## config.mk

```make
export PLATFORM = sky130hd
export DESIGN_NAME = lcs_csr
export DESIGN_NICKNAME = d
export VERILOG_FILES = /design/src/rtl/lcs_pkg.sv /design/src/rtl/lcs_csr.sv
export SDC_FILE = /design/constraint.sdc
export NUM_CORES = 1
export LEC_CHECK = 0
export BUFFER_PORTS_ARGS = -buffer_cell sky130_fd_sc_hd__buf_2
export CORE_MARGIN = 4
export CORE_UTILIZATION = 45
export CTS_CLUSTER_SIZE = 12
export DETAILED_ROUTE_END_ITERATION = 16
export PLACE_DENSITY = 0.85
export REMOVE_ABC_BUFFERS = 1
export SYNTH_ARGS = -nofsm -noshare
export SYNTH_HDL_FRONTEND = slang
export SYNTH_SLANG_ARGS = --single-unit
```

## constraint.sdc

```tcl
create_clock -name clock -period 1.5 [get_ports clock]
set_input_delay 0.3 -clock clock [delete_from_list [all_inputs] [get_ports clock]]
set_output_delay 0.3 -clock clock [all_outputs]
set_load 0.005 [all_outputs]
```

## src/rtl/lcs_pkg.sv

```systemverilog
// ----------------------------------------------------------------------------
// lcs_pkg: shared types and constants for the lightness cross sharpen
// Field widths, register indexes, queue sizing and the job record that the
// front end hands to the back end.
// ----------------------------------------------------------------------------
package lcs_pkg;

   // Payload widths of the two channels.
   localparam int LIGHT_W = 15;
   localparam int SHARP_W = 9;
   localparam int FRAC_W  = 8;

   // Request kinds.
   localparam logic REQ_SAMPLE = 1'b0;
   localparam logic REQ_DRAIN  = 1'b1;

   // Configuration registers.
   localparam int FW_W       = 12;
   localparam int FH_W       = 16;
   localparam int CSR_ADDR_W = 3;
   localparam int CSR_DATA_W = 32;
   localparam logic REG_FRAME_WIDTH  = 1'b0;
   localparam logic REG_FRAME_HEIGHT = 1'b1;
   localparam logic [FW_W-1:0] FRAME_WIDTH_RESET  = 12'd640;
   localparam logic [FH_W-1:0] FRAME_HEIGHT_RESET = 16'd480;

   // Arithmetic: gain on the centre, rounding bias and result ceiling.
   localparam int POS_W       = 18;
   localparam int NEG_W       = 17;
   localparam int DIFF_W      = 19;
   localparam int QUO_W       = DIFF_W - 1 - FRAC_W;
   localparam int CENTRE_GAIN = 5;
   localparam int ROUND_BIAS  = 128;
   localparam int RESULT_MAX  = 511;

   // Queue between front and back end.
   localparam int QUEUE_DEPTH = 4;
   localparam int QPTR_W      = 2;
   localparam int QCNT_W      = 3;

   // Effective frame configuration seen by the front end.
   typedef struct packed {
      logic [FW_W-1:0] frame_width;
      logic [FH_W-1:0] frame_height;
   } cfg_type;

   // One pixel's work: weighted centre, neighbour sum and end flags.
   typedef struct packed {
      logic [POS_W-1:0] pos;
      logic [NEG_W-1:0] neg;
      logic             row_end;
      logic             frame_end;
   } job_type;

endpackage

```

## src/rtl/lcs_csr.sv

```systemverilog
// ----------------------------------------------------------------------------
// lcs_csr: configuration registers
// APB-style register file holding the frame width and frame height.
// ----------------------------------------------------------------------------
module lcs_csr
   import lcs_pkg::*;
(
   input  logic                  clock,
   input  logic                  reset,
   input  logic                  csr_psel,
   input  logic                  csr_penable,
   input  logic                  csr_pwrite,
   input  logic [CSR_ADDR_W-1:0] csr_paddr,
   input  logic [CSR_DATA_W-1:0] csr_pwdata,
   output logic [CSR_DATA_W-1:0] csr_prdata,
   output logic                  csr_pready,
   output cfg_type               cfg
);

   logic [FW_W-1:0] frame_width_ff, frame_width_in;
   logic [FH_W-1:0] frame_height_ff, frame_height_in;
   logic            wr_beat;
   logic            reg_index;

   assign csr_pready = 1'b1;
   assign wr_beat    = csr_psel && csr_penable && csr_pwrite && csr_pready;
   assign reg_index  = csr_paddr[CSR_ADDR_W-1];

   // Register update on the access phase of a write.
   always_comb begin
      frame_width_in  = frame_width_ff;
      frame_height_in = frame_height_ff;
      if (wr_beat) begin
         case (reg_index)
            REG_FRAME_WIDTH:  frame_width_in  = csr_pwdata[FW_W-1:0];
            REG_FRAME_HEIGHT: frame_height_in = csr_pwdata[FH_W-1:0];
            default: ;
         endcase
      end
   end

   always_ff @(posedge clock) begin
      if (reset) begin
         frame_width_ff  <= FRAME_WIDTH_RESET;
         frame_height_ff <= FRAME_HEIGHT_RESET;
      end else begin
         frame_width_ff  <= frame_width_in;
         frame_height_ff <= frame_height_in;
      end
   end

   // Read-back mux.
   always_comb begin
      case (reg_index)
         REG_FRAME_WIDTH:  csr_prdata = CSR_DATA_W'(frame_width_ff);
         REG_FRAME_HEIGHT: csr_prdata = CSR_DATA_W'(frame_height_ff);
         default:          csr_prdata = '0;
      endcase
   end

   assign cfg.frame_width  = frame_width_ff;
   assign cfg.frame_height = frame_height_ff;

endmodule

```

=== Yosys cells after proc, flatten, opt, wreduce, memory -nomap -nowiden ===
Cells that the tools add are included.

* Register bits after elaboration: 28
* Bits of input ports: 40
* Output and inout port bits: 61
* Word-level logic and storage cells: 8

* Multiplexer cells: 1
* Bitwise operators: 1
* Reductions and logical operators: 4

{| class="wikitable"
|+ Operator list
! cell !! count
|-
| 32-bit one-hot mux with 2 select lines || 1
|-
| 2-bit AND reduction || 2
|-
| 1-bit logical AND || 2
|-
| 1-bit inverter || 1
|}

=== Logic depth before layout (Yosys ltp) ===
Gate-level depths: netlist (run 1).

* Depth in word-level cells: 3
* Mapped depth: 4
* Depth with buffers taken out: 2

=== Worst setup path after synthesis (run 1) ===
OpenSTA, ideal clock, no wires.

* Path type: input port to output port
* From: input csr_paddr[2]
* To: output csr_prdata[10]
* Arrival: 0.942 ns
* Data required time: 1.200 ns
* Slack: 0.258 ns
* Cell stages on the path: 3
* Cell sequence: buf_6 -> buf_2 -> mux2_2

* Cells in the longest elaborated chain, start to end: 2

{| class="wikitable"
|+ Ends and longest elaborated chain
! element !! line !! RTL
|-
| start: declaration || lcs_csr.sv:13 || <nowiki>input logic [CSR_ADDR_W-1:0] csr_paddr,</nowiki>
|-
| 1-bit inverter (no source line) || - ||
|-
| 32-bit one-hot mux with 2 select lines * || lcs_csr.sv:54 || <nowiki>case (reg_index)</nowiki>
|-
| end: declaration || lcs_csr.sv:15 || <nowiki>output logic [CSR_DATA_W-1:0] csr_prdata,</nowiki>
|}

Mark *: on every way between the ends. The rest lies on a longest branch, timed or not. The select of a mux whose other input is x is not followed.

=== Worst setup path in the final report (run 1) ===
* From: register frame_width_ff[11]
* To: output csr_prdata[11]

* Cells in the longest elaborated chain, start to end: 1

{| class="wikitable"
|+ Ends and longest elaborated chain
! element !! line !! RTL
|-
| start: declaration || lcs_csr.sv:20 || <nowiki>logic [FW_W-1:0] frame_width_ff, frame_width_in;</nowiki>
|-
| start signal: assignment || lcs_csr.sv:47 || <nowiki>frame_width_ff <= frame_width_in;</nowiki>
|-
| 32-bit one-hot mux with 2 select lines || lcs_csr.sv:54 ||
|}

No other way between the ends. The select of a mux whose other input is x is not followed.

==> results.sh, run 1 <==
export IMPL_fp_coreArea_mm2=0.00313
export IMPL_finalSetupTns_ns=0
export IMPL_clock_skew_ns=0
export IMPL_ys_seq_area_frac=0.370
export IMPL_number_of_instances_in_the_synthesized_netlist=152
export IMPL_drt_pass1_iterations=4
export IMPL_netlist_cell_type_count=16
export IMPL_post_route_period_util=0.908
export IMPL_cp_data_required_time_ns=1.20
export IMPL_maximum_buffer_depth_of_the_clock_tree=2
export IMPL_total_vias_in_the_final_route=1156
export IMPL_cts_post_setup_buffers_inserted=0
export IMPL_yosys_area_share_xor_xnor=0
export IMPL_ys_warnings=0
export IMPL_critical_path_peak_fanout=3
export IMPL_critical_path_endpoint_type="output pin"
export IMPL_post_cts_resized=0
export IMPL_timing_hold_worst_class="input pin to register"
export IMPL_area_growth_synth_to_final_pct=21.1
export IMPL_ys_seq_elements=28
export IMPL_via_count_of_the_first_global_routing_pass=1098
export IMPL_crit_reg2reg_launch="frame_width_ff[11]"
export IMPL_tritoncts_num_buffers=3
export IMPL_critical_path_startpoint="frame_width_ff[11]"
export IMPL_finalHoldViolCount=0
export IMPL_clock_latency_late_sink_ns=0.32
export IMPL_antenna_cells=0
export IMPL_cts_hold_buf=0
export IMPL_setup_worst_path_class="register to output pin"
export IMPL_wl_per_cell_um=11.6
export IMPL_numPortBuffers=65
export IMPL_die_h_um=66.1
export IMPL_grt_start_max_net_pins=49
export IMPL_worst_tran_pin_value_ns=0.606
export IMPL_fin_crit_ns=1.36
export IMPL_grt_setup_unrepaired="no"
export IMPL_p_leak_nw=0.903
export IMPL_finalSetupViolations=0
export IMPL_rr_endpoint="frame_width_ff[11]"
export IMPL_yosys_area_top_type_share=0.370
export IMPL_top_cells_by_area_in_the_synthesized_netlist="dfxtp_1 (37%), mux2i_1 (18%), nand2b_1 (15%)"
export IMPL_detailedPlacementHpwl_um=2260
export IMPL_fin_area_mm2=0.00184
export IMPL_layout_common_cells="buf_2 (65), nand2b_1 (37), mux2i_1 (28), dfxtp_1 (28), conb_1 (17)"
export IMPL_achievable_frequency_ghz=0.734
export IMPL_reg2regPathDepth=2
export IMPL_grtUsageTotal=0.141
export IMPL_groute_layer_met2_usage=0.264
export IMPL_gp_routability_congestion=0.656
export IMPL_drt_vias_per_instance=4.52
export IMPL_worst_path_clk_slew_ns=0.15
export IMPL_effective_utilization_at_floorplan=0.485
export IMPL_final_net_count=253
export IMPL_drt_antenna_violating_nets=0
export IMPL_die_area_mm2=0.00436
export IMPL_layout_cells_most_common="buf_2"
export IMPL_cts_htree_levels=1
export IMPL_crit_arrival_ns=1.06
export IMPL_avgSynthCellArea_um2=9.98
export IMPL_maxSlewViolCount=0
export IMPL_use_met3=0.0374
export IMPL_num_rows=20
export IMPL_status="complete, no violations"
export IMPL_tritoncts="yes"
export IMPL_complex_gate_fraction_of_the_synthesized_area=0
export IMPL_detail_route_iter0_violations=42
export IMPL_route_final_wire_length_um=2970
export IMPL_timing_slew_headroom=0.596
export IMPL_cts_root_buffer="clkbuf_4"
export IMPL_wire_length_of_the_first_global_routing_pass_um=4820
export IMPL_num_io_pins=101
export IMPL_power_density_mw_per_mm2=718
export IMPL_setup_worst_path_end="csr_prdata[11]"
export IMPL_synthSimpleGateAreaFrac=0.224
export IMPL_drive_above_1_share=0.401
export IMPL_muxShareOfSynthArea=0.274
export IMPL_synth_top_family_by_area="multiplexers"
export IMPL_die_width_um=66.1
export IMPL_worst_r2r_setup_slack_ns=0.83
export IMPL_dpl_instance_area_mm2=0.00180
export IMPL_grt_most_used_layer="met2"
export IMPL_clock_sink_count=28
export IMPL_total_global_routing_overflow=0
export IMPL_route_detailed_drc=0
export IMPL_timing_critical_path_from_type="register"
export IMPL_maxCapViolations=0
export IMPL_netlist_top_cell_by_area="dfxtp_1"
export IMPL_global_route_usage_met1=0.155
export IMPL_ir_worst_vdd_mv=0.484
export IMPL_post_synth_instance_area_mm2=0.00152
export IMPL_grt_antenna_before_repair=0
export IMPL_post_synth_fa_ha_maj_area_fraction=0
[worst max-delay path: stages, from the launching register on]
cell	delay, ns
dfxtp_1	0.36
mux2_2	0.26
buf_2	0.12
[how the worst min path moves through the flow]
stage                      startpoint  cells after the start             endpoint  slack [ns]
finish                 csr_pwdata[14]                      3  frame_height_ff[14]        0.22
global route           csr_pwdata[15]                      3  frame_height_ff[15]        0.20
CTS                    csr_pwdata[15]                      3  frame_height_ff[15]        0.21
detailed placement  frame_width_ff[6]                      2    frame_width_ff[6]        0.47
global placement    frame_width_ff[3]                      2    frame_width_ff[3]        0.47
floorplan              csr_pwdata[12]                      2  frame_height_ff[12]        0.45
[state kept, by name, indices dropped and copies added, names as in the netlist]
register,flops
frame_height_ff,16
frame_width_ff,12
[through the flow]
| stage | power [mW] | instances | utilization | setup WS [ns] | hold slack (ns) |
|---|---|---|---|---|---|
| after floorplan | 0.876 | 141 | - | 0.415 | 0.455 |
| after global placement | 0.973 | 252 | 0.576 | 0.161 | 0.469 |
| after detailed placement | 0.977 | 252 | 0.576 | 0.160 | 0.472 |
| after CTS | 1.34 | 256 | 0.587 | 0.116 | 0.210 |
| after global routing | 1.39 | 256 | 0.587 | 0.0663 | 0.203 |
| final | 1.32 | 256 | 0.587 | 0.138 | 0.224 |
[cells in the mapped netlist]
| cell type | count |
|---|---|
| conb_1 | 2 |
| clkbuf_1 | 3 |
| and2_1 | 4 |
| buf_4 | 18 |
| buf_2 | 3 |
| and4b_1 | 1 |
| dfxtp_1 | 28 |
| buf_6 | 1 |
| mux2_2 | 12 |
| mux2i_1 | 28 |
| nand2b_1 | 37 |
| nand4_2 | 1 |
| buf_12 | 1 |
| and4_4 | 1 |
| nor2_1 | 11 |
| nand4b_1 | 1 |
[area by class of cell]
class / count / area [µm²]
Multi-Input combinational cell: 113 / 820
Sequential cell: 28 / 561
Fill cell: 292 / 1290
Timing Repair Buffer: 67 / 365
Tap cell: 44 / 55.1
Clock buffer: 4 / 36.3
[cell families (layout without fill, tap and decap cells)]
family / Yosys count / after routing
other: 2 / 17
flip-flops: 28 / 28
AND/OR/NAND/NOR: 56 / 56
buffers and inverters: 26 / 71
multiplexers: 40 / 40
[layer usage]
metal,part of all wire,vias to the layer above
met5,0,-
li1,-,584
met1,0.41,521
met2,0.49,49
met3,0.085,2
met4,0.010,0
[report_power, final]
part	total (mW)	switching, mW	internal, mW
clock	0.358	0.210	0.148
combinational	0.188	0.0889	0.0991
sequential	0.772	0.0112	0.761
total	1.32	0.310	1.01
(Power assumes the default switching activity.)
==> inputs of run 2 (changes only) <==
--- a/config.mk
+++ b/config.mk
@@ -5,9 +5,11 @@
 export SDC_FILE = /design/constraint.sdc
 export NUM_CORES = 1
 export LEC_CHECK = 0
+export ABC_AREA = 1
 export BUFFER_PORTS_ARGS = -buffer_cell sky130_fd_sc_hd__buf_2
+export CORE_ASPECT_RATIO = 0.8
 export CORE_MARGIN = 4
-export CORE_UTILIZATION = 45
+export CORE_UTILIZATION = 44
 export CTS_CLUSTER_SIZE = 12
 export DETAILED_ROUTE_END_ITERATION = 16
 export PLACE_DENSITY = 0.85
==> run 2 against run 1 <==
Setup slack improved by 0.077 ns. Final cell count increased by 31%. Non-clock buffer count is 5 higher. Critical path depth increased by 3. Via count is 29% higher. Final area fell by 0.89%. Critical path type is now input pin to output pin. Largest power group unchanged. Combinational power grew 24%. Synthesized cell count grew 53%. First-iteration DRC count rose by 74%. Wire length grew 18%.
==> results.sh, run 2 <==
export IMPL_cp_slowest_stage_delay_ns=0.30
export IMPL_drt_pass1_iterations=4
export IMPL_fin_crit_ns=1.28
export IMPL_total_vias_in_the_final_route=1493
export IMPL_num_fill_cells=327
export IMPL_tritoncts_num_buffers=3
export IMPL_num_rows=18
export IMPL_cell_internal_pwr_mw=1.10
export IMPL_finalSetupTns_ns=0
export IMPL_ys_warnings=0
export IMPL_cts_htree_levels=1
export IMPL_ys_seq_area_frac=0.383
export IMPL_post_cts_resized=0
export IMPL_setup_worst_path_class="input pin to output pin"
export IMPL_achievable_frequency_ghz=0.779
export IMPL_p_sw_uw=372
export IMPL_timing_critical_path_from_type="input pin"
export IMPL_total_global_routing_overflow=0
export IMPL_cp_data_required_time_ns=1.20
export IMPL_clock_sink_count=28
export IMPL_cts_hold_buf=0
export IMPL_layout_cells_most_common="nand2_1"
export IMPL_status="complete, no violations"
export IMPL_drt_vias_per_instance=4.44
export IMPL_netlist_top_cell_by_area="dfxtp_1"
export IMPL_post_synth_instance_area_mm2=0.00146
export IMPL_tritoncts="yes"
export IMPL_final_net_count=337
export IMPL_die_width_um=72.5
export IMPL_post_synth_most_frequent_cells="nand2_1 (77), nor2_1 (45), dfxtp_1 (28), nand3_1 (28), inv_1 (20)"
export IMPL_avgSynthCellArea_um2=6.28
export IMPL_die_area_mm2=0.00432
export IMPL_clock_skew_ns=0
export IMPL_async_reset_ff_frac=0
export IMPL_finalSetupViolations=0
export IMPL_critical_path_endpoint_type="output pin"
export IMPL_grt_start_max_net_pins=29
export IMPL_power_sequential_fraction=0.535
export IMPL_clock_latency_late_sink_ns=0.27
export IMPL_grt_antenna_before_repair=0
export IMPL_via_count_of_the_first_global_routing_pass=1280
export IMPL_grt_setup_unrepaired="no"
export IMPL_power_density_mw_per_mm2=809
export IMPL_netlist_cell_type_count=13
export IMPL_final_cell_count_no_fill=336
export IMPL_route_final_wire_length_um=3510
export IMPL_detailedPlacementHpwl_um=2650
export IMPL_yosys_most_used_dff="dfxtp_1"
export IMPL_fin_area_mm2=0.00182
export IMPL_dpl_instance_area_mm2=0.00177
export IMPL_wl_per_cell_um=10.4
export IMPL_p_leak_nw=1.09
export IMPL_number_of_instances_in_the_synthesized_netlist=233
export IMPL_num_io_pins=101
export IMPL_ys_seq_elements=28
export IMPL_ir_worst_vdd_mv=0.520
export IMPL_drt_antenna_violating_nets=0
export IMPL_critPathSlowestCell="inv_2"
export IMPL_effective_utilization_at_floorplan=0.468
export IMPL_gp_routability_congestion=0.736
export IMPL_fp_coreArea_mm2=0.00313
export IMPL_route_detailed_drc=0
export IMPL_share_comb_of_total_power=0.159
export IMPL_p_sw_frac=0.253
export IMPL_maximum_buffer_depth_of_the_clock_tree=2
export IMPL_largestRegisters="frame_height_ff x16, frame_width_ff x12"
export IMPL_path_cells="buf_2 -> inv_2 -> nand2_1 -> nand2_1 -> buf_2"
export IMPL_cts_post_setup_buffers_inserted=0
export IMPL_grtUsageTotal=0.170
export IMPL_timing_hold_worst_class="input pin to register"
export IMPL_maxCapViolations=0
export IMPL_layout_common_cells="nand2_1 (77), buf_2 (65), nor2_1 (45), nand3_1 (28), dfxtp_1 (28)"
export IMPL_clock_power_share=0.306
export IMPL_edff_count_synth=0
export IMPL_top_register_by_number_of_flip_flops="frame_height_ff"
export IMPL_worst_hold_slack_ns=0.252
export IMPL_yosys_area_top_type_share=0.383
export IMPL_finalHoldViolCount=0
export IMPL_detail_route_iter0_violations=73
export IMPL_synth_most_common_cell="nand2_1"
export IMPL_area_growth_synth_to_final_pct=24.4
export IMPL_crit_arrival_ns=0.98
export IMPL_post_route_period_util=0.856
export IMPL_layout_utilization=0.582
export IMPL_drive_above_1_share=0.274
export IMPL_top_cells_by_area_in_the_synthesized_netlist="dfxtp_1 (38%), nand2_1 (20%), nor2_1 (12%)"
export IMPL_antenna_cells=0
export IMPL_maxSlewViolCount=0
export IMPL_die_h_um=59.6
export IMPL_dpl_cell_count=332
export IMPL_wire_length_of_the_first_global_routing_pass_um=5860
export IMPL_largest_register_ffs=16
export IMPL_numPortBuffers=65
export IMPL_worst_path_clk_slew_ns=0.09
export IMPL_cts_root_buffer="clkbuf_8"
export IMPL_critical_path_peak_fanout=21
## run 2: critical path, delay by kind of cell
kind                   cells  cell delay, ns
and+or+nand+nor            2            0.17
buffers and inverters      3            0.51
## run 2: final timing paths
check	cells past startpoint	startpoint	slack, ns	to
min	3	csr_pwdata[9]	0.25	frame_width_ff[9]
max reg2reg	2	frame_height_ff[13]	0.88	frame_height_ff[13]
max	5	csr_paddr[2]	0.22	csr_prdata[9]
min reg2reg	2	frame_width_ff[9]	0.49	frame_width_ff[9]
## run 2: cell type report
cell class | instances | area [µm²] | area share
Multi-Input combinational cell | 170 | 694 | 0.381
Sequential cell | 28 | 561 | 0.308
Timing Repair Buffer | 72 | 378 | 0.208
Inverter | 22 | 82.6 | 0.0454
Clock buffer | 4 | 55.1 | 0.0302
Tap cell | 40 | 50.0 | 0.0275
## run 2: per-layer routing
| metal | wire length [µm] | GRT usage | up-vias |
|---|---|---|---|
| li1 | - | - | 792 |
| met1 | 1520 | 0.205 | 652 |
| met2 | 1700 | 0.313 | 47 |
| met3 | 275 | 0.0424 | 2 |
| met4 | 8 | 0.0237 | 0 |
| met5 | 0 | 0 | - |
## run 2: power groups by stage
stage	Clock, mW	Combinational [mW]	Sequential (mW)
floorplan	0	0.114	0.806
global placement	0	0.232	0.804
detailed placement	0	0.235	0.806
CTS	0.467	0.235	0.788
global route	0.501	0.269	0.793
finish	0.451	0.234	0.788
## run 2: cell families (layout without fill, tap and decap cells)
family / count (synthesis) / count (layout) / share of synthesized area
buffers and inverters: 50 / 98 / 0.181
DFF: 28 / 28 / 0.383
other: 2 / 17 / 0.00513
and+or+nand+nor: 153 / 153 / 0.431
## run 2: metrics by stage
stage          power, mW  setup WS (ns)
2_1_floorplan      0.921          0.417
3_3_place_gp        1.04          0.207
3_5_place_dp        1.04          0.204
4_1_cts             1.49          0.202
5_1_grt             1.56         0.0937
6_report            1.47          0.216
==> inputs of run 3 (changes only) <==
--- a/config.mk
+++ b/config.mk
@@ -5,11 +5,10 @@
 export SDC_FILE = /design/constraint.sdc
 export NUM_CORES = 1
 export LEC_CHECK = 0
-export ABC_AREA = 1
 export BUFFER_PORTS_ARGS = -buffer_cell sky130_fd_sc_hd__buf_2
 export CORE_ASPECT_RATIO = 0.8
 export CORE_MARGIN = 4
-export CORE_UTILIZATION = 44
+export CORE_UTILIZATION = 45
 export CTS_CLUSTER_SIZE = 12
 export DETAILED_ROUTE_END_ITERATION = 16
 export PLACE_DENSITY = 0.85
==> run 3 against run 2 <==
Clock power is 13% lower. Sequential cell count stayed put. Final area is 2.0% higher. Critical path depth is 1 lower. Largest cell class unchanged. Largest power group unchanged.
==> results.sh, run 3 (synthesis results as in run 1) <==
export IMPL_route_final_wire_length_um=2950
export IMPL_achievable_frequency_ghz=0.756
export IMPL_timing_hold_worst_class="input pin to register"
export IMPL_layout_common_cells="buf_2 (65), nand2b_1 (37), mux2i_1 (28), dfxtp_1 (28), conb_1 (17)"
export IMPL_finalSetupViolations=0
export IMPL_critical_path_endpoint_type="output pin"
export IMPL_cts_post_setup_buffers_inserted=0
export IMPL_status="complete, no violations"
export IMPL_post_cts_resized=0
export IMPL_top_register_by_number_of_flip_flops="frame_height_ff"
export IMPL_effective_utilization_at_floorplan=0.481
export IMPL_worst_r2r_setup_slack_ns=0.86
export IMPL_final_net_count=254
export IMPL_antenna_cells=0
export IMPL_route_detailed_drc=0
export IMPL_fp_coreArea_mm2=0.00315
export IMPL_grt_start_max_net_pins=27
export IMPL_power_density_mw_per_mm2=731
export IMPL_total_vias_in_the_final_route=1173
export IMPL_total_global_routing_overflow=0
export IMPL_die_area_mm2=0.00437
export IMPL_via_count_of_the_first_global_routing_pass=1068
export IMPL_wl_per_cell_um=11.7
export IMPL_layout_utilization=0.589
export IMPL_detailedPlacementHpwl_um=2370
export IMPL_wire_length_of_the_first_global_routing_pass_um=4740
export IMPL_maxSlewViolCount=0
export IMPL_gp_routability_congestion=0.717
export IMPL_post_route_period_util=0.882
export IMPL_cts_hold_buf=0
export IMPL_maximum_buffer_depth_of_the_clock_tree=2
export IMPL_layout_cells_most_common="buf_2"
export IMPL_drt_antenna_violating_nets=0
export IMPL_cts_htree_levels=1
export IMPL_min_delay_path_depth=3
export IMPL_detail_route_iter0_violations=23
export IMPL_area_growth_synth_to_final_pct=22.4
export IMPL_final_setup_worst_slack_ns=0.178
export IMPL_maxCapViolations=0
export IMPL_clock_skew_ns=0
export IMPL_preCtsSetupSlack_ns=0.179
export IMPL_cts_root_buffer="clkbuf_8"
export IMPL_critical_path_peak_fanout=20
export IMPL_crit_arrival_ns=1.02
export IMPL_num_rows=18
export IMPL_tritoncts="yes"
export IMPL_grt_antenna_before_repair=0
export IMPL_drt_pass1_iterations=4
export IMPL_drt_vias_per_instance=4.65
export IMPL_tritoncts_num_buffers=3
export IMPL_finalSetupTns_ns=0
export IMPL_largest_register_ffs=16
export IMPL_grtUsageTotal=0.137
export IMPL_largestRegisters="frame_height_ff x16, frame_width_ff x12"
export IMPL_ir_worst_vdd_mv=0.452
export IMPL_die_width_um=72.9
export IMPL_fin_crit_ns=1.32
export IMPL_finalHoldViolCount=0
export IMPL_setup_worst_path_class="input pin to output pin"
export IMPL_grt_setup_unrepaired="no"
export IMPL_worst_hold_slack_ns=0.285
export IMPL_clock_latency_late_sink_ns=0.27
export IMPL_drive_above_1_share=0.401
export IMPL_cp_data_required_time_ns=1.20
export IMPL_timing_critical_path_from_type="input pin"
export IMPL_p_leak_nw=0.913
export IMPL_clock_sink_count=28
export IMPL_numPortBuffers=65
export IMPL_die_h_um=59.9
export IMPL_num_io_pins=101
export IMPL_reg2regPathDepth=2
export IMPL_worst_path_clk_slew_ns=0.09
## run 3: cell types whose count changed in the layout (fill, tap and decap cells not counted), sizes merged, moves of 12 or more
cell,delta
nand2b,+37
nor2,-36
nand2,-77
inv,-22
mux2i,+28
nand3,-29
mux2,+12
## run 3: metrics by stage
stage / power [mW] / cell area [µm²] / std cells
after global placement: 0.978 / 1820 / 249
after floorplan: 0.876 / 1380 / 141
after CTS: 1.38 / 1860 / 252
final: 1.36 / 1860 / 252
after detailed placement: 0.981 / 1820 / 249
after global routing: 1.43 / 1860 / 252
## run 3: worst max-delay path, cell delays in order
cell,delay (ns)
buf_2,0.10
buf_12,0.15
mux2_2,0.34
buf_2,0.13
## run 3: per-layer routing
metal	global-route usage	routed length [µm]	vias to the layer above
met4	0.00789	0	0
met5	0	0	-
li1	-	-	588
met3	0.0387	298	0
met2	0.247	1380	50
met1	0.170	1270	535
## run 3: path summary, 6_finish.rpt
kind / to / startpoint
worst min-delay path: frame_height_ff[13] / csr_pwdata[13]
worst min register to register: frame_height_ff[11] / frame_height_ff[11]
worst max-delay path: csr_prdata[1] / csr_paddr[2]
worst max register to register: frame_height_ff[5] / frame_height_ff[5]
## run 3: power breakdown
part           internal [mW]  switching [mW]  total (mW)
clock                  0.180           0.214       0.393
combinational          0.104          0.0883       0.192
sequential             0.759          0.0115       0.771
total                   1.04           0.313        1.36
## run 3: layout make-up
| type | count | area (µm²) |
|---|---|---|
| Fill cell | 299 | 1300 |
| Multi-Input combinational cell | 113 | 820 |
| Sequential cell | 28 | 561 |
| Timing Repair Buffer | 68 | 385 |
| Tap cell | 40 | 50.0 |
| Clock buffer | 3 | 41.3 |
